--- src/design/assert_macros.svh ---
// Assertion helpers included by the erfinv core.
`ifndef ASSERT_MACROS_SVH
`define ASSERT_MACROS_SVH

// Clocked check that is off while reset is high.
`define ERF_ASSERT(label, prop, msg) \
   label: assert property (@(posedge clock) disable iff (reset) (prop)) else $error(msg);

// Check in the cycle after the trigger condition.
`define ERF_ASSERT_NEXT(label, cond, prop, msg) \
   label: assert property (@(posedge clock) disable iff (reset) (cond) |=> (prop)) \
      else $error(msg);

`endif

--- src/design/erfinv_pkg.sv ---
`default_nettype none
// ----------------------------------------------------------------------------
// erfinv_pkg
// Shared types, constants and rounding helper for the inverse error function.
// ----------------------------------------------------------------------------
package erfinv_pkg;

   localparam int XW          = 32;   // argument / result width
   localparam int PW          = 40;   // Horner accumulator, Q.32
   localparam int TW          = 29;   // polynomial variable, Q.26
   localparam int RW          = 80;   // rounding work width
   localparam int LOG_ITERS   = 28;
   localparam int SQRT_ITERS  = 32;
   localparam int HORNER_STEPS = 8;

   localparam logic [29:0] LN2_Q30 = 30'd744261118;
   localparam logic [32:0] FIVE_Q28 = 33'd5 << 28;
   localparam logic signed [33:0] HALF5_Q26 = 34'sd5 <<< 25;
   localparam logic signed [29:0] THREE_Q26 = 30'sd3 <<< 26;
   localparam logic [XW-1:0] MINUS_ONE = 32'h8000_0000;
   localparam logic signed [XW-1:0] INT_MAX = 32'sh7fff_ffff;
   localparam logic signed [XW-1:0] INT_MIN = 32'sh8000_0000;

   typedef logic signed [PW-1:0] coef_arr_type [0:HORNER_STEPS];

   localparam coef_arr_type SMALL_COEF = '{
      40'sd121, 40'sd1474, -40'sd15133, -40'sd18861, 40'sd938798,
      -40'sd5384708, -40'sd17943006, 40'sd1059313856, 40'sd6448504314
   };

   localparam coef_arr_type LARGE_COEF = '{
      -40'sd859914, 40'sd433579, 40'sd5795385, -40'sd15777255, 40'sd24650998,
      -40'sd32738222, 40'sd40539640, 40'sd4302157329, 40'sd12167542792
   };

   typedef struct packed {
      logic                 valid;
      logic                 sat;
      logic signed [XW-1:0] x;
   } item_type;

   typedef struct packed {
      item_type             item;
      logic                 big;
      logic signed [TW-1:0] t;
   } horner_type;

   // Shift right by s, round half away from zero.
   function automatic logic signed [RW-1:0] round_shift(input logic signed [RW-1:0] v,
                                                        input logic [6:0] s);
      logic [RW-1:0] half;
      logic [RW-1:0] mag;
      logic [RW-1:0] q;
      half = RW'(1) << (s - 7'd1);
      if (v[RW-1]) begin
         mag = RW'(-v);
         q = (mag + half) >> s;
         round_shift = -$signed(q);
      end else begin
         q = (RW'(v) + half) >> s;
         round_shift = $signed(q);
      end
   endfunction

endpackage
`default_nettype wire

--- src/design/erfinv_horner_step.sv ---
`default_nettype none
// ----------------------------------------------------------------------------
// erfinv_horner_step
// One Horner step p = c + round(p * t / 2^26), as a multiply stage and an
// accumulate stage.
// ----------------------------------------------------------------------------
module erfinv_horner_step (
   input  wire logic                              clock,
   input  wire logic                              reset,
   input  wire logic                              en,
   input  wire erfinv_pkg::horner_type            hd_in,
   input  wire logic signed [erfinv_pkg::PW-1:0]  p_in,
   input  wire logic signed [erfinv_pkg::PW-1:0]  coef_small,
   input  wire logic signed [erfinv_pkg::PW-1:0]  coef_large,
   output erfinv_pkg::horner_type                 hd_out,
   output logic signed [erfinv_pkg::PW-1:0]       p_out
);
   import erfinv_pkg::*;

   horner_type                 mul_hd_ff;
   logic signed [PW+TW-1:0]    mul_prod_ff;
   logic signed [PW+TW-1:0]    mul_prod_in;
   horner_type                 acc_hd_ff;
   logic signed [PW-1:0]       acc_p_ff;
   logic signed [PW-1:0]       acc_p_in;
   logic signed [RW-1:0]       prod_ext;
   logic signed [RW-1:0]       prod_rnd;

   assign mul_prod_in = (PW+TW)'(p_in) * (PW+TW)'(hd_in.t);

   always_ff @(posedge clock) begin
      if (reset) begin
         mul_hd_ff.item.valid <= 1'b0;
      end else if (en) begin
         mul_hd_ff   <= hd_in;
         mul_prod_ff <= mul_prod_in;
      end
   end

   always_comb begin
      prod_ext = RW'(mul_prod_ff);
      prod_rnd = round_shift(prod_ext, 7'd26);
      acc_p_in = (mul_hd_ff.big ? coef_large : coef_small) + prod_rnd[PW-1:0];
   end

   always_ff @(posedge clock) begin
      if (reset) begin
         acc_hd_ff.item.valid <= 1'b0;
      end else if (en) begin
         acc_hd_ff <= mul_hd_ff;
         acc_p_ff  <= acc_p_in;
      end
   end

   assign hd_out = acc_hd_ff;
   assign p_out  = acc_p_ff;

endmodule
`default_nettype wire

--- config.mk ---
export PLATFORM = sky130hd
export DESIGN_NAME = erfinv_horner_step
export DESIGN_NICKNAME = d
export VERILOG_FILES = /design/src/design/assert_macros.svh /design/src/design/erfinv_pkg.sv /design/src/design/erfinv_horner_step.sv
export SDC_FILE = /design/constraint.sdc
export NUM_CORES = 2
export LEC_CHECK = 0
export BUFFER_PORTS_ARGS = -buffer_cell sky130_fd_sc_hd__buf_2
export CAP_MARGIN = 20
export CORE_AREA = 2 2 314 316
export DETAILED_ROUTE_END_ITERATION = 12
export DIE_AREA = 0 0 316 318
export PLACE_DENSITY = 0.84
export REMOVE_ABC_BUFFERS = 1
export SETUP_SLACK_MARGIN = 0.02
export SLEW_MARGIN = 20
export SYNTH_ARGS = -nofsm -noshare
export SYNTH_HDL_FRONTEND = slang
export SYNTH_SLANG_ARGS = --single-unit
--- constraint.sdc ---
create_clock -name clock -period 15.3 [get_ports clock]
set_input_delay 0.765 -clock clock [delete_from_list [all_inputs] [get_ports clock]]
set_output_delay 0.765 -clock clock [all_outputs]
set_load 0.005 [all_outputs]
==> results.md <==
- The flow ran to the end, and the final reports show no timing, DRC or antenna violations.
- The category of the worst setup path launch point is a primary input.
- The number of flops mapped to enable cells by yosys is around 230.
- Entering global routing, the biggest net connects 86 pins.
- The library cell with the largest summed area after synthesis is fa_1.
- The worst hold path belongs to the class primary input to flip-flop.
- From synthesis to final layout, the design area changed by 5.50%.
- From bottom edge to top edge, the die measures 318 µm.
- For this run, the register share of the synthesized area comes to 0.133.
- The final setup violation count is 0.
- For the worst setup path, the data arrival time is between 9 and 10 ns.
- The fraction of registers with async set or reset after synthesis is 0.
- The count of filler cells inserted in the layout is around 8000.
- The final route contains around 40000 vias.
- The initial antenna violation count is 3.
- The via count of the first global-routing pass is between 40000 and 50000.
- The count of distinct cell types in the synthesized netlist is 79.
- The clock period could shrink to a little over 9 ns.
- The total area inside the core boundary comes to 97400 µm².
- After clock tree synthesis, the repair step resized 0 gates.
- The final period utilization is 0.607.
- The number of buffers inserted by port buffering is a little under 300.
- The actual transition at the worst max-transition pin is between 1 and 1.5 ns.
- The worst hold slack is between 0.3 and 0.4 ns.
- Counting instances in the post-synthesis netlist gives the leading cell types as inv_1 (1305), fa_1 (1199), nand2_1 (875).
- The count of endpoints failing hold in the final timing report came to 0.
- The first-pass GRT wire length is roughly 230000 µm.
- In this run the horizontal extent of the chip is roughly 320 µm.
- At the worst endpoint, the required time is 15.60 ns.
- The count of synthesis-stage warnings from yosys is 0.
- At the end of the flow, the number of nets in the layout was between 7000 and 8000.
- In the final layout, the share of cells above drive strength 1 is 0.0763.
- TritonCTS built the clock tree.
- The number of ports placed on the die boundary is ~290.
- The share of synthesized area in the top cell type comes to 0.454.
- The clock-pin slew on the worst setup and hold paths is roughly 0.07 ns.
- The first detailed-routing pass took 7 iterations.
- The total setup buffers inserted after CTS is 0.
- The number of buffers created by CTS is 25.
- The most instantiated library cell after synthesis is inv_1.
- Among all flip-flop cells after synthesis, the most frequent one is edfxtp_1.
- The initial standard-cell utilization of the core is 0.543.
- The mapped cell area is 52900 µm².
- In this run the number of H-tree levels came out at 1.
- After floorplanning, the core was divided into 115 placement rows.
- The clock tree root driver cell is clkbuf_16.
- The mean area per synthesized cell is 9.46 µm².
- The sort of element at the end of the critical path is a flip-flop.
- Clock skew on the completed layout was measured at 0.0152 ns.
- After the first detailed-routing iteration, the DRC count stood at 3236.
- The setup TNS is 0 ns.
- The number of antenna-violating nets in the routed design is 0.
- The maximum frequency from static timing analysis is between 0.1 and 0.15 GHz.
- The clock passes through at most 3 buffers.
- The max-cap check violation count is 0.
- The routed design has 140000 µm of wire.
- The later pin in the worst-skew pair is clocked with a latency of 0.56 ns.
- Of all nets on the critical path, the largest fanout is 41.
- Clock tree synthesis found a total of between 200 and 250 sinks.
- The half-perimeter wire length of the detailed placement result is 109000 µm.
- By area the synthesized netlist is led by fa_1 (45%), edfxtp_1 (13%), inv_1 (9.3%).
- For this run, the total global-route usage over all layers was measured as 0.286.
- The hold buffer count at cts is 0.
- The routed via count divided by cell count is 5.64.
- In this run the tightest slew margin relative to its limit is 0.212.
- The global placement routability congestion is 0.934.
- The leftover overflow at the end of global routing is 0.
- The final-report max-slew violation count is 0.
- The wire length per cell after detailed routing is just over 20 µm.
- Synthesis produced 5590 cells.
- The type of the worst setup path is primary input to flip-flop.
- The post-route DRC violation count is 0.
- Before CTS, the worst setup slack after placement is 5.44 ns.
- The synthesized design contains 235 register bits.
- Setup repair after global routing left no endpoint under its margin.
- The worst path meets setup with around 6.0 ns of slack.
- The floorplan step defined a die boundary enclosing 100000 µm².
-- path summary, 6_finish.rpt --
check	startpoint	depth (start not counted)	endpoint	slack, ns
worst max-delay path	hd_in[5]	25	mul_prod_ff[64]$_DFFE_PP_	6.02
worst min-delay path	hd_in[61]	1	mul_hd_ff[61]$_DFFE_PP_	0.38
worst max register to register	mul_prod_ff[24]$_DFFE_PP_	24	p_out[36]$_DFFE_PP_	7.66
worst min register to register	mul_hd_ff[54]$_DFFE_PP_	0	hd_out[54]$_DFFE_PP_	0.41
-- metrics by stage --
| step | instances | area, µm² | util |
|---|---|---|---|
| finish | 6930 | 55800 | 0.573 |
| global route | 6926 | 55800 | 0.573 |
| CTS | 6924 | 55700 | 0.572 |
| detailed placement | 6879 | 54900 | 0.564 |
| global placement | 6879 | 54900 | 0.564 |
| floorplan | 5282 | 51700 | - |
-- placed cells by master, fill, tap and decap left out, drive strengths merged, types with 6 or more instances in the layout --
master  instances
nand3          52
clkinv          9
xnor2         129
nor2          136
or4             7
buf           312
and4           11
nor3           40
clkbuf         25
a21oi         134
fa           1199
or2             8
o211ai         13
nor4           30
or3            21
a21o           58
o21a           14
mux2i          11
ha            235
inv          1314
nand2         876
nand2b         26
a31oi          14
nor2b          18
mux2           41
o31ai           9
and3           19
xor2           52
and2          358
a211oi         12
edfxtp        233
a211o           6
o21ai          64
o21bai         22
nand4          39
-- worst max-delay path: stages --
cell	delay [ns]
buf_2	0.82
nand2_1	0.21
fa_1	0.57
fa_1	0.55
inv_1	0.06
fa_1	0.49
fa_1	0.53
inv_1	0.06
fa_1	0.48
fa_1	0.49
inv_1	0.04
fa_1	0.49
fa_1	0.42
ha_1	0.36
a21oi_1	0.19
o21a_1	0.13
o21ai_0	0.14
a211o_1	0.35
or2_2	0.34
a21oi_1	0.52
o21bai_1	0.28
a2111oi_0	0.77
o21bai_1	0.17
a21oi_1	0.20
xnor2_1	0.07
-- cell type report --
cell class,count,area [µm²],share of cell area
multi-input combinational,3741,39800,0.713
sequential,235,7040,0.126
inverter,1306,4900,0.0879
timing repair buffer,312,1650,0.0295
tap,1287,1610,0.0289
clock buffer,25,626,0.0112
clock inverter,20,185,0.00332
antenna,4,10.0,0.000179
-- registers in the layout, indices dropped and copies added, names as in the netlist --
signal	flops
p_out	40
mul_prod_ff	67
hd_out	64
mul_hd_ff	64
-- kinds of logic (layout without fill, tap and decap cells) --
kind of cell             after synthesis  after routing  share of synthesized area
AO/OA/AOI/OAI                        419            419                     0.0520
other                                  0              4                          0
multiplexers                          52             52                     0.0108
AND/OR/NAND/NOR                     1655           1655                      0.150
adder cells (fa/ha/maj)             1434           1434                      0.510
flip-flops                           235            235                      0.133
XOR/XNOR                             181            181                     0.0300
buffers and inverters               1614           1663                      0.115
-- layer usage --
metal	track usage	wire, µm
met1	0.367	52100
met2	0.479	67700
met3	0.0614	15000
met4	0.105	5140
met5	0	13
Power is left out: the tool's default activity adds up to more than one toggle a clock period on the data nets, which glitch-free logic cannot reach.
